[config.mk]
export PLATFORM = sky130hd
export DESIGN_NAME = adc_smooth_hysteresis_scale_unit
export DESIGN_NICKNAME = d
export VERILOG_FILES = /design/src/hdl/ashs_pkg.sv /design/src/hdl/ashs_ram.sv /design/src/hdl/ashs_track.sv /design/src/hdl/ashs_scale.sv /design/src/hdl/ashs_report.sv /design/src/hdl/adc_smooth_hysteresis_scale_unit.sv
export SDC_FILE = /design/constraint.sdc
export NUM_CORES = 1
export LEC_CHECK = 0
export ABC_AREA = 1
export BUFFER_PORTS_ARGS = -buffer_cell sky130_fd_sc_hd__buf_2
export CAP_MARGIN = 25
export CORE_MARGIN = 4
export CORE_UTILIZATION = 45
export DETAILED_ROUTE_END_ITERATION = 12
export GPL_ROUTABILITY_DRIVEN = 0
export SETUP_SLACK_MARGIN = 0.02
export SLEW_MARGIN = 20
export SYNTH_ARGS = -nofsm -noshare
export SYNTH_HDL_FRONTEND = slang
export SYNTH_SLANG_ARGS = --single-unit
[constraint.sdc]
create_clock -name clk -period 13.7 [get_ports clk]
set_input_delay 4.11 -clock clk [delete_from_list [all_inputs] [get_ports clk]]
set_output_delay 4.11 -clock clk [all_outputs]
set_load 0.005 [all_outputs]
[src/hdl/ashs_pkg.sv]
// shared constants, types and register codes for the adc smoothing, hysteresis and scaling unit
// used by every module of the block except ashs_ram; depends on nothing
package ashs_pkg;

	localparam int CHANNELS       = 6;
	// must be a power of two, the divide is a shift
	localparam int SMOOTH_DIVISOR = 8;
	localparam int SMOOTH_SHIFT   = $clog2(SMOOTH_DIVISOR);

	localparam int CH_W      = 3;
	localparam int CH_AW     = (CHANNELS > 1) ? $clog2(CHANNELS) : 1;
	localparam int SAMPLE_W  = 12;
	localparam int VAL_W     = 16;
	localparam int PROD_W    = SAMPLE_W + VAL_W;
	localparam int FULL_SCALE = 4095;

	localparam int CFG_IDX_W = 2;
	localparam logic [CFG_IDX_W-1:0] REG_BAND = 2'd0;
	localparam logic [CFG_IDX_W-1:0] REG_MIN  = 2'd1;
	localparam logic [CFG_IDX_W-1:0] REG_MAX  = 2'd2;

	localparam logic [SAMPLE_W-1:0] BAND_RST = 12'd10;
	localparam logic [VAL_W-1:0]    MIN_RST  = 16'd0;
	localparam logic [VAL_W-1:0]    MAX_RST  = 16'd4095;

	// control that travels with each item down the pipeline
	typedef struct packed {
		logic            vld;
		logic            err;
		logic [CH_W-1:0] ch;
	} ctrl_t;

	typedef struct packed {
		logic        [SAMPLE_W-1:0] band;
		logic signed [VAL_W-1:0]    smin;
		logic signed [VAL_W-1:0]    smax;
	} cfg_t;

endpackage

[src/hdl/ashs_ram.sv]
// generic synchronous ram, one write and one registered read port, per-entry written bits
// entries never written read as zero; no package dependency
module ashs_ram #(
	parameter int WIDTH = 8,
	parameter int DEPTH = 8,
	parameter int AW    = 3
) (
	input  logic             clk,
	input  logic             arst_n,
	input  logic             rd_en,
	input  logic [AW-1:0]    rd_addr,
	output logic [WIDTH-1:0] rd_data,
	input  logic             wr_en,
	input  logic [AW-1:0]    wr_addr,
	input  logic [WIDTH-1:0] wr_data
);

	logic [WIDTH-1:0] mem_q [DEPTH];
	logic [DEPTH-1:0] written_q;
	logic [WIDTH-1:0] rd_raw_q;
	logic             rd_ok_q;
	logic             rd_in_range;

	assign rd_in_range = ({1'b0, rd_addr} < (AW+1)'(DEPTH));

	always_ff @(posedge clk) begin
		if (wr_en) begin
			mem_q[wr_addr] <= wr_data;
		end
		if (rd_en && rd_in_range) begin
			rd_raw_q <= mem_q[rd_addr];
		end
	end

	always_ff @(posedge clk or negedge arst_n) begin
		if (!arst_n) begin
			written_q <= '0;
			rd_ok_q   <= 1'b0;
		end else begin
			if (wr_en) begin
				written_q[wr_addr] <= 1'b1;
			end
			if (rd_en) begin
				rd_ok_q <= rd_in_range && written_q[rd_addr];
			end
		end
	end

	assign rd_data = rd_ok_q ? rd_raw_q : '0;

endmodule

[src/hdl/ashs_track.sv]
// per-channel running average and hysteresis hold, read-modify-write on a state ram
// depends on ashs_pkg and ashs_ram
module ashs_track (
	input  logic                           clk,
	input  logic                           arst_n,
	input  logic                           adv,
	input  ashs_pkg::ctrl_t                in_ctrl,
	input  logic [ashs_pkg::SAMPLE_W-1:0]  in_sample,
	input  logic [ashs_pkg::SAMPLE_W-1:0]  band,
	output ashs_pkg::ctrl_t                ctrl_s2,
	output logic [ashs_pkg::SAMPLE_W-1:0]  held_s2
);

	localparam int SW = ashs_pkg::SAMPLE_W;
	localparam int EW = 2 * SW;

	ashs_pkg::ctrl_t ctrl_s1;
	logic [SW-1:0]   sample_s1;

	logic [EW-1:0]   rd_data;
	logic [EW-1:0]   cur;
	logic [EW-1:0]   wr_data;
	logic            wr_en;

	logic            fwd_vld_q;
	logic [ashs_pkg::CH_W-1:0] fwd_ch_q;
	logic [EW-1:0]   fwd_data_q;

	logic [SW-1:0]   avg_old;
	logic [SW-1:0]   held_old;
	logic [SW-1:0]   avg_new;
	logic [SW-1:0]   held_new;
	logic            move;

	ashs_ram #(
		.WIDTH (EW),
		.DEPTH (ashs_pkg::CHANNELS),
		.AW    (ashs_pkg::CH_AW)
	) u_state_ram (
		.clk     (clk),
		.arst_n  (arst_n),
		.rd_en   (adv),
		.rd_addr (in_ctrl.ch[ashs_pkg::CH_AW-1:0]),
		.rd_data (rd_data),
		.wr_en   (wr_en),
		.wr_addr (ctrl_s1.ch[ashs_pkg::CH_AW-1:0]),
		.wr_data (wr_data)
	);

	// the item just ahead may have written this channel after our read was issued
	assign cur      = (fwd_vld_q && fwd_ch_q == ctrl_s1.ch) ? fwd_data_q : rd_data;
	assign avg_old  = cur[EW-1:SW];
	assign held_old = cur[SW-1:0];

	assign avg_new = avg_old - (avg_old >> ashs_pkg::SMOOTH_SHIFT)
		+ (sample_s1 >> ashs_pkg::SMOOTH_SHIFT);

	assign move = ({1'b0, avg_new} > ({1'b0, held_old} + {1'b0, band}))
		|| (({1'b0, avg_new} + {1'b0, band}) < {1'b0, held_old});

	assign held_new = move ? avg_new : held_old;
	assign wr_data  = {avg_new, held_new};
	assign wr_en    = adv && ctrl_s1.vld && !ctrl_s1.err;

	always_ff @(posedge clk or negedge arst_n) begin
		if (!arst_n) begin
			ctrl_s1   <= '0;
			ctrl_s2   <= '0;
			fwd_vld_q <= 1'b0;
		end else if (adv) begin
			ctrl_s1   <= in_ctrl;
			ctrl_s2   <= ctrl_s1;
			fwd_vld_q <= ctrl_s1.vld && !ctrl_s1.err;
		end
	end

	always_ff @(posedge clk) begin
		if (adv) begin
			sample_s1  <= in_sample;
			held_s2    <= held_new;
			fwd_ch_q   <= ctrl_s1.ch;
			fwd_data_q <= wr_data;
		end
	end

endmodule

[src/hdl/ashs_scale.sv]
// linear scaling of the held reading: multiply by the output span, then divide by full scale
// depends on ashs_pkg; the divide is a reciprocal estimate plus one correction step
module ashs_scale (
	input  logic                          clk,
	input  logic                          arst_n,
	input  logic                          adv,
	input  ashs_pkg::ctrl_t               ctrl_s2,
	input  logic [ashs_pkg::SAMPLE_W-1:0] held_s2,
	input  ashs_pkg::cfg_t                cfg,
	output ashs_pkg::ctrl_t               ctrl_s4,
	output ashs_pkg::ctrl_t               ctrl_s5,
	output logic [ashs_pkg::VAL_W-1:0]    quot_s5
);

	localparam int PW = ashs_pkg::PROD_W;
	localparam int VW = ashs_pkg::VAL_W;

	ashs_pkg::ctrl_t ctrl_s3;
	logic [VW:0]     span;
	logic [PW-1:0]   prod_s3;
	logic [PW-1:0]   prod_s4;
	logic [PW:0]     est_sum;
	logic [VW-1:0]   q0_s4;
	logic [PW-1:0]   q0_times;
	logic [PW-1:0]   rem;

	// only used when max is above min, then it fits in VAL_W unsigned bits
	assign span = {cfg.smax[VW-1], cfg.smax} - {cfg.smin[VW-1], cfg.smin};

	// p * 4097 / 2^24 never exceeds p / 4095 and falls short by at most one
	assign est_sum = {1'b0, prod_s3} + {13'b0, prod_s3[PW-1:12]};

	// q0 * 4095 as q0 * 4096 - q0
	assign q0_times = {q0_s4, 12'b0} - {12'b0, q0_s4};
	assign rem      = prod_s4 - q0_times;

	always_ff @(posedge clk or negedge arst_n) begin
		if (!arst_n) begin
			ctrl_s3 <= '0;
			ctrl_s4 <= '0;
			ctrl_s5 <= '0;
		end else if (adv) begin
			ctrl_s3 <= ctrl_s2;
			ctrl_s4 <= ctrl_s3;
			ctrl_s5 <= ctrl_s4;
		end
	end

	always_ff @(posedge clk) begin
		if (adv) begin
			prod_s3 <= held_s2 * span[VW-1:0];
			prod_s4 <= prod_s3;
			q0_s4   <= est_sum[PW-1:12];
			quot_s5 <= q0_s4 + VW'(rem >= PW'(ashs_pkg::FULL_SCALE));
		end
	end

endmodule

[src/hdl/ashs_report.sv]
// final stage: offset by scale_min, compare against the last reported value per channel
// holds that value in a ram with forwarding, and drives the output register; needs ashs_pkg, ashs_ram
module ashs_report (
	input  logic                       clk,
	input  logic                       arst_n,
	input  logic                       adv,
	input  ashs_pkg::ctrl_t            ctrl_s4,
	input  ashs_pkg::ctrl_t            ctrl_s5,
	input  logic [ashs_pkg::VAL_W-1:0] quot_s5,
	input  ashs_pkg::cfg_t             cfg,
	output logic                       out_valid,
	output logic [ashs_pkg::CH_W-1:0]  out_channel,
	output logic [ashs_pkg::VAL_W-1:0] scaled_value,
	output logic                       value_changed,
	output logic                       channel_error
);

	localparam int VW = ashs_pkg::VAL_W;

	logic [VW-1:0] rd_data;
	logic [VW-1:0] last;
	logic [VW-1:0] scaled;
	logic          changed;
	logic          wr_en;

	logic                      fwd_vld_q;
	logic [ashs_pkg::CH_W-1:0] fwd_ch_q;
	logic [VW-1:0]             fwd_data_q;

	ashs_ram #(
		.WIDTH (VW),
		.DEPTH (ashs_pkg::CHANNELS),
		.AW    (ashs_pkg::CH_AW)
	) u_last_ram (
		.clk     (clk),
		.arst_n  (arst_n),
		.rd_en   (adv),
		.rd_addr (ctrl_s4.ch[ashs_pkg::CH_AW-1:0]),
		.rd_data (rd_data),
		.wr_en   (wr_en),
		.wr_addr (ctrl_s5.ch[ashs_pkg::CH_AW-1:0]),
		.wr_data (scaled)
	);

	assign last = (fwd_vld_q && fwd_ch_q == ctrl_s5.ch) ? fwd_data_q : rd_data;

	// empty or inverted range reports scale_min
	assign scaled  = (cfg.smax > cfg.smin) ? (cfg.smin + quot_s5) : cfg.smin;
	assign changed = (scaled != last);
	assign wr_en   = adv && ctrl_s5.vld && !ctrl_s5.err;

	always_ff @(posedge clk or negedge arst_n) begin
		if (!arst_n) begin
			out_valid <= 1'b0;
			fwd_vld_q <= 1'b0;
		end else if (adv) begin
			out_valid <= ctrl_s5.vld;
			fwd_vld_q <= ctrl_s5.vld && !ctrl_s5.err;
		end
	end

	always_ff @(posedge clk) begin
		if (adv) begin
			fwd_ch_q      <= ctrl_s5.ch;
			fwd_data_q    <= scaled;
			out_channel   <= ctrl_s5.ch;
			channel_error <= ctrl_s5.err;
			scaled_value  <= ctrl_s5.err ? '0 : scaled;
			value_changed <= ctrl_s5.err ? 1'b0 : changed;
		end
	end

endmodule

[src/hdl/adc_smooth_hysteresis_scale_unit.sv]
// top level of the adc smoothing, hysteresis and scaling unit
// depends on ashs_pkg, ashs_track, ashs_scale and ashs_report
//
// usage:
//   s_* carries converter samples tagged with a channel number, one item per cycle at most.
//   m_* returns exactly one result item per sample, in order: the channel, the held reading
//   mapped onto [scale_min, scale_max], a changed flag, and in tuser an error flag for a
//   channel number at or above the channel count (such items leave all state untouched).
//   cfg_* writes hysteresis_band (0), scale_min (1) and scale_max (2) while no item is in flight.
// timing:
//   an item accepted on s_* passes the ram read and the stages below to reach m_tvalid; the unit
//   takes one item every cycle unless the output stalls, with same-channel items back to back
//   handled by forwarding around the two per-channel state rams (average/held, last reported value).
//   after the ram read the five stages are: average and hold update, multiply, quotient
//   estimate, correction, then the offset and last-value compare into the output register.
// reset and stall:
//   reset empties the pipe, restores the register defaults and marks every channel's
//   state as zero; s_tready and cfg_ready stay low until the first edge after reset.
//   while m_tvalid is high and m_tready low the whole pipe holds, bubbles included,
//   and s_tready drops in that same cycle.
module adc_smooth_hysteresis_scale_unit (
	input  logic                               clk,
	input  logic                               arst_n,
	input  logic                               s_tvalid,
	output logic                               s_tready,
	input  logic [15:0]                        s_tdata,   // channel[2:0], sample[14:3], zero
	output logic                               m_tvalid,
	input  logic                               m_tready,
	// out_channel[2:0], scaled_value[18:3], value_changed[19], zero[23:20]
	output logic [23:0]                        m_tdata,
	output logic                               m_tuser,   // channel_error
	input  logic                               cfg_valid,
	output logic                               cfg_ready,
	input  logic [ashs_pkg::CFG_IDX_W-1:0]     cfg_index,
	input  logic [15:0]                        cfg_data
);

	localparam int CW = ashs_pkg::CH_W;
	localparam int SW = ashs_pkg::SAMPLE_W;
	localparam int VW = ashs_pkg::VAL_W;

	logic            adv;
	logic            run_q;
	ashs_pkg::cfg_t  cfg_q;
	ashs_pkg::ctrl_t in_ctrl;
	ashs_pkg::ctrl_t ctrl_s2;
	ashs_pkg::ctrl_t ctrl_s4;
	ashs_pkg::ctrl_t ctrl_s5;
	logic [SW-1:0]   held_s2;
	logic [VW-1:0]   quot_s5;

	logic [CW-1:0]   out_channel;
	logic [VW-1:0]   scaled_value;
	logic            value_changed;
	logic            channel_error;

	// the pipe moves whenever the output register is free or being emptied
	assign adv      = !m_tvalid || m_tready;
	assign s_tready = adv && run_q;
	assign cfg_ready = run_q;

	assign in_ctrl.vld = s_tvalid && run_q;
	assign in_ctrl.ch  = s_tdata[CW-1:0];
	assign in_ctrl.err = !({1'b0, s_tdata[CW-1:0]} < (CW+1)'(ashs_pkg::CHANNELS));

	always_ff @(posedge clk or negedge arst_n) begin
		if (!arst_n) begin
			run_q <= 1'b0;
		end else begin
			run_q <= 1'b1;
		end
	end

	always_ff @(posedge clk or negedge arst_n) begin
		if (!arst_n) begin
			cfg_q.band <= ashs_pkg::BAND_RST;
			cfg_q.smin <= ashs_pkg::MIN_RST;
			cfg_q.smax <= ashs_pkg::MAX_RST;
		end else if (cfg_valid && cfg_ready) begin
			unique case (cfg_index)
				ashs_pkg::REG_BAND: cfg_q.band <= cfg_data[SW-1:0];
				ashs_pkg::REG_MIN:  cfg_q.smin <= cfg_data;
				ashs_pkg::REG_MAX:  cfg_q.smax <= cfg_data;
				default: ;
			endcase
		end
	end

	ashs_track u_track (
		.clk       (clk),
		.arst_n    (arst_n),
		.adv       (adv),
		.in_ctrl   (in_ctrl),
		.in_sample (s_tdata[CW+SW-1:CW]),
		.band      (cfg_q.band),
		.ctrl_s2   (ctrl_s2),
		.held_s2   (held_s2)
	);

	ashs_scale u_scale (
		.clk     (clk),
		.arst_n  (arst_n),
		.adv     (adv),
		.ctrl_s2 (ctrl_s2),
		.held_s2 (held_s2),
		.cfg     (cfg_q),
		.ctrl_s4 (ctrl_s4),
		.ctrl_s5 (ctrl_s5),
		.quot_s5 (quot_s5)
	);

	ashs_report u_report (
		.clk           (clk),
		.arst_n        (arst_n),
		.adv           (adv),
		.ctrl_s4       (ctrl_s4),
		.ctrl_s5       (ctrl_s5),
		.quot_s5       (quot_s5),
		.cfg           (cfg_q),
		.out_valid     (m_tvalid),
		.out_channel   (out_channel),
		.scaled_value  (scaled_value),
		.value_changed (value_changed),
		.channel_error (channel_error)
	);

	assign m_tdata = {4'b0, value_changed, scaled_value, out_channel};
	assign m_tuser = channel_error;

endmodule
==> results.sh, run 1 <==
export IMPL_drt_iter0_markers=1858
export IMPL_ys_flop_type="edfxtp_1"
export IMPL_rsz0062_at_grt="false"
export IMPL_avgSynthCellArea_sq_um=9.759
export IMPL_cts_root_buf="clkbuf_16"
export IMPL_critPathArrivalTime_ns=4.92
export IMPL_critPathRequiredTime_ns=9.59
export IMPL_drt_wl_total_um=78380
export IMPL_setup_viol=0
export IMPL_cts_inserted_buffers=57
export IMPL_syn_area_sq_mm=0.03276
export IMPL_drc=0
export IMPL_endpoint_kind="primary output"
export IMPL_postCtsSetupRepairBufs=0
export IMPL_layout_nets=3837
export IMPL_period_needed_ns=9.032
export IMPL_die_x_um=277.8
export IMPL_max_freq_mhz=110.7
export IMPL_fp_coreArea_sq_mm=0.07185
export IMPL_final_cell_mix="nand2_1 (688), inv_1 (505), edfxtp_1 (441), nor2_1 (264), ha_1 (224)"
export IMPL_clk_insertion_delay_late_ns=0.63
export IMPL_layout_drive_gt1_share=0.07570
export IMPL_grt_usage=0.2032
export IMPL_grt_overflow=0
export IMPL_ys_types=52
export IMPL_dp_hpwl_um=55200
export IMPL_post_route_period_util=0.6592
export IMPL_worstMarginPinSlew_ns=0.9910
export IMPL_synthArstFlopShare=0.1648
export IMPL_numClockSinks=528
export IMPL_synth_edf_count=441
export IMPL_start_util=0.4559
export IMPL_ctsResizeCount=0
export IMPL_start_kind="primary input"
export IMPL_cap_violations=0
export IMPL_grt_first_pass_wirelength_um=124900
export IMPL_rows=98
export IMPL_clk_pin_slew_ns=0.07
export IMPL_status="completed"
export IMPL_firstDrtPassIters=6
export IMPL_synth_warnings=0
export IMPL_vias=22920
export IMPL_path_max_fanout=38
export IMPL_grt_pass1_vias=22470
export IMPL_ant_nets=0
export IMPL_num_io_pins=67
export IMPL_critPathKind="primary input to primary output"
export IMPL_cts_path_max_buffers=3
export IMPL_synthCells=3357
export IMPL_grt_max_degree=96
export IMPL_dieHeight_um=277.8
export IMPL_wl_per_cell_um=17.77
export IMPL_die_area_sq_mm=0.07718
export IMPL_fin_util=0.5026
export IMPL_hold_class="flop to flop"
export IMPL_final_common_cell="nand2_1"
export IMPL_slew_headroom=0.3371
export IMPL_area_growth_pct=10.23
export IMPL_slew_viol_final=0
export IMPL_synth_seq_cells=528
export IMPL_ys_seq_area_frac=0.4712
export IMPL_cts_tree="built"
export IMPL_grt_antenna_before_repair=0
export IMPL_hold_buffers=0
export IMPL_diodes=0
export IMPL_setup_tns_ns=0
export IMPL_viasPerCell=5.195
export IMPL_port_buffers=58
export IMPL_fin_skew_ns=0.04730
export IMPL_finalHoldViolCount=0
export IMPL_htree_levels=2
==> state kept, by name (all words and copies together) (netlist names), 3 cells and up <==
register,count
u_report.u_last_ram.written_q,6
u_track.fwd_data_q,24
u_report.u_last_ram.rd_raw_q,16
u_report.scaled_value,16
u_track.fwd_ch_q,3
u_report.fwd_data_q,16
u_scale.prod_s4,28
u_track.sample_s1,9
u_scale.quot_s5,16
u_scale.ctrl_s5,5
u_track.ctrl_s1,5
u_report.fwd_ch_q,3
cfg_q,44
u_scale.ctrl_s3,5
u_scale.q0_s4,16
u_track.u_state_ram.written_q,6
u_track.u_state_ram.mem_q,144
u_track.ctrl_s2,5
u_scale.ctrl_s4,5
u_report.u_last_ram.mem_q,96
u_track.u_state_ram.rd_raw_q,24
u_scale.prod_s3,28
==> logic make-up after synthesis <==
logic type | Yosys count | synth area share
AND/OR/NAND/NOR | 1189 | 0.1492
buffers and inverters | 610 | 0.07168
AO/OA/AOI/OAI | 528 | 0.09414
flip-flops | 528 | 0.4712
adder cells (fa/ha/maj) | 381 | 0.1815
XOR/XNOR | 119 | 0.03204
other | 2 | 0.0002292
==> through the flow <==
stage	hold slack [ns]	setup WS (ns)	cell area (sq um)	std cells
after floorplan	0.4240	4.322	32770	3360
after CTS	0.4428	4.651	36090	4409
final	0.4275	4.668	36110	4411
after global placement	0.4448	4.650	34140	4305
after global routing	0.4597	4.593	36110	4411
after detailed placement	0.4500	4.654	34160	4306
==> synthesized netlist by cell type, drive strengths merged, types with 8 or more instances <==
cell | count | share of area
o21ai | 189 | 0.029
fa | 157 | 0.096
a21o | 17 | 0.0039
nor3 | 23 | 0.0035
nand2 | 707 | 0.082
inv | 508 | 0.058
xor2 | 76 | 0.021
nand3b | 12 | 0.0027
edfxtp | 441 | 0.40
a31oi | 9 | 0.0017
o21bai | 8 | 0.0018
dfstp | 14 | 0.011
dfrtp | 73 | 0.056
xnor2 | 43 | 0.011
clkbuf | 81 | 0.0093
or2 | 20 | 0.0038
a32o | 41 | 0.013
nand3 | 125 | 0.020
o211ai | 9 | 0.0021
nand4 | 23 | 0.0044
buf | 19 | 0.0040
o22ai | 42 | 0.0080
nor2 | 274 | 0.032
a21oi | 187 | 0.029
ha | 224 | 0.086
==> worst max-delay path, stage by stage <==
cell	delay, ns
buf_2	0.11
nor2_4	0.08
buf_4	0.37
nor2_1	0.10
buf_2	0.14
==> final cells by class <==
class	instances	area (sq um)
tap	950	1189
sequential	528	15440
multi-input combinational	2222	15020
fill	6586	35740
clock buffer	70	1536
clock inverter	33	386.6
timing repair buffer	98	620.6
inverter	510	1922
==> final timing paths <==
path | start | to | slack, ns | depth (start not counted)
min | u_scale.prod_s3[8] | u_scale.prod_s4[8] | 0.43 | 0
max reg2reg | cfg_q[0] | u_scale.prod_s3[26] | 6.14 | 27
max in group asynchronous | arst_n | cfg_q[39] | 9.15 | 2
min reg2reg | u_scale.prod_s3[8] | u_scale.prod_s4[8] | 0.43 | 0
min in group asynchronous | arst_n | u_scale.ctrl_s5[4] | 3.42 | 1
max | m_tready | s_tready | 4.67 | 5
==> per-layer routing <==
layer / vias to the layer above / share of wire / routed length [um] / GRT usage
li1: 11280 / - / - / -
met1: 11040 / 0.47 / 37040 / 0.2967
met2: 498 / 0.46 / 35970 / 0.3275
met3: 96 / 0.049 / 3853 / 0.02558
met4: 0 / 0.019 / 1526 / 0.04393
met5: - / 0 / 0 / 0
Power of run 1 is left out: the tool's default activity adds up to more than one toggle a clock period on the data nets, which glitch-free logic cannot reach.
==> inputs of run 2 (changes only) <==
==> constraint.sdc (replaced) <==
create_clock -name clk -period 7.3 [get_ports clk]
set_input_delay 2.19 -clock clk [delete_from_list [all_inputs] [get_ports clk]]
set_output_delay 2.19 -clock clk [all_outputs]
set_load 0.005 [all_outputs]
==> run 2 against run 1 <==
Effect of this change:
- sequential share of layout area down 0.26 points
- critical endpoint is now u_scale.prod_s3[27]
- worst setup slack got worse by 4.2 ns
- count of clock-buffer cells in the layout fell by 1
- worst hold slack improved by 0.032 ns
- die area unchanged
- non-clock buffer count rose by 26
- first-iteration DRC count is 16% lower
- critical path type is now flop to flop
==> results.sh, run 2 (synthesis gave the netlist of run 1 again) <==
export IMPL_cts_tree="built"
export IMPL_cap_violations=0
export IMPL_largest_register_ffs=144
export IMPL_cts_inserted_buffers=59
export IMPL_crit_top_cell="nand2_1"
export IMPL_grt_antenna_before_repair=1
export IMPL_grt_usage=0.2013
export IMPL_cts_root_buf="clkbuf_16"
export IMPL_fin_skew_ns=0.08510
export IMPL_area_growth_pct=10.92
export IMPL_endpoint_kind="flop"
export IMPL_worstMarginPinSlew_ns=1.000
export IMPL_layout_nets=3865
export IMPL_start_util=0.4559
export IMPL_place_inst=4332
export IMPL_fin_cells=4446
export IMPL_critPathArrivalTime_ns=7.21
export IMPL_grt_pass1_vias=22580
export IMPL_drt_wl_total_um=77900
export IMPL_start_kind="flop"
export IMPL_cts_path_max_buffers=3
export IMPL_final_common_cell="nand2_1"
export IMPL_hp_start="u_track.ctrl_s2[1]"
export IMPL_dieHeight_um=277.8
export IMPL_numClockSinks=528
export IMPL_hold_buffers=0
export IMPL_slew_headroom=0.3332
export IMPL_clk_pin_slew_ns=0.06
export IMPL_post_route_period_util=0.9367
export IMPL_drt_iter0_markers=1558
export IMPL_firstDrtPassIters=5
export IMPL_finalHoldViolCount=0
export IMPL_port_buffers=58
export IMPL_dpl_instance_area_sq_mm=0.03435
export IMPL_die_area_sq_mm=0.07718
export IMPL_viasPerCell=5.206
export IMPL_largest_register="u_track.u_state_ram.mem_q"
export IMPL_ant_nets=0
export IMPL_max_freq_mhz=146.2
export IMPL_diodes=0
export IMPL_worst_path_max_delay_cell="dfstp_2"
export IMPL_htree_levels=2
export IMPL_critPathKind="flop to flop"
export IMPL_rows=98
export IMPL_fin_hold_ws_ns=0.4599
export IMPL_period_needed_ns=6.838
export IMPL_dp_hpwl_um=56120
export IMPL_clk_insertion_delay_late_ns=0.65
export IMPL_grt_first_pass_wirelength_um=124400
export IMPL_status="completed"
export IMPL_final_cell_mix="nand2_1 (685), inv_1 (504), edfxtp_1 (441), nor2_1 (263), ha_1 (224)"
export IMPL_r2r_start="cfg_q[0]"
export IMPL_vias=23150
export IMPL_wl_per_cell_um=17.52
export IMPL_stdcell_area_sq_mm=0.03634
export IMPL_fin_util=0.5057
export IMPL_num_io_pins=67
export IMPL_slowest_delay_ns=0.53
export IMPL_hold_path_depth=2
export IMPL_crit_start="cfg_q[0]"
export IMPL_path_max_fanout=5
export IMPL_fp_coreArea_sq_mm=0.07185
export IMPL_hold_class="flop to flop"
export IMPL_setup_viol=0
export IMPL_grt_max_degree=109
export IMPL_reg2reg_depth=31
export IMPL_grt_overflow=0
export IMPL_die_x_um=277.8
export IMPL_slew_viol_final=0
export IMPL_critPathRequiredTime_ns=7.67
export IMPL_drc=0
export IMPL_layout_drive_gt1_share=0.08638
export IMPL_reg_largest_list="u_track.u_state_ram.mem_q: 144 flops, u_report.u_last_ram.mem_q: 96 flops, cfg_q: 44 flops"
run 2: changes by cell type in the layout (fill, tap and decap cells not counted), moves of 3 or more:
cell / previous run / this run
buf_4: 39 / 64
bufinv_16: 7 / 3
clkbuf_8: 4 / 0
clkinv_1: 10 / 13
clkinv_2: 10 / 16
clkinv_4: 0 / 3
nand2_1: 688 / 685
run 2: worst max-delay path: cells and delay by family (launching register included):
family	cells	cell delay [ns]
fa+ha+maj	7	3.03
simple gates	13	1.52
compound gates	4	0.72
flops	1	0.53
xor+xnor	2	0.39
buf+inv	5	0.36
run 2: worst paths after layout:
kind	slack, ns	to
setup reg to reg	0.46	u_scale.prod_s3[27]
min in group asynchronous	1.48	u_track.u_state_ram.written_q[2]
hold / removal	0.46	u_scale.ctrl_s3[1]
max in group asynchronous	4.65	cfg_q[12]
setup / recovery	0.46	u_scale.prod_s3[27]
hold reg to reg	0.46	u_scale.ctrl_s3[1]
run 2: through the flow:
step	setup TNS (ns)	setup slack, ns
CTS	0	0.1078
detailed placement	0	0.1719
floorplan	0	0.8068
finish	0	0.4619
global placement	0	0.2594
global route	-0.01328	-0.01328
run 2: repair_timing:
action / 4_1_cts / 5_1_grt
setup endpoints to repair: 0 / 90
gates resized for setup: 0 / 21
buffers inserted: 0 / 1
run 2: final cells by class:
cell class	instances	area (sq um)
repair buffers	124	807.0
fillers	6616	35520
multi-input cells	2222	15080
clock buffers	69	1514
clock inverters	43	386.6
flip-flops and latches	528	15440
well taps	950	1189
inverters	510	1922
run 2: per-layer routing:
metal,track usage,vias up,share of wire
met5,0,-,0
met1,0.2868,11180,0.46
li1,-,11330,-
met3,0.02811,101,0.054
met4,0.04835,0,0.021
met2,0.3286,529,0.47
Power of run 2 is left out for the same reason.
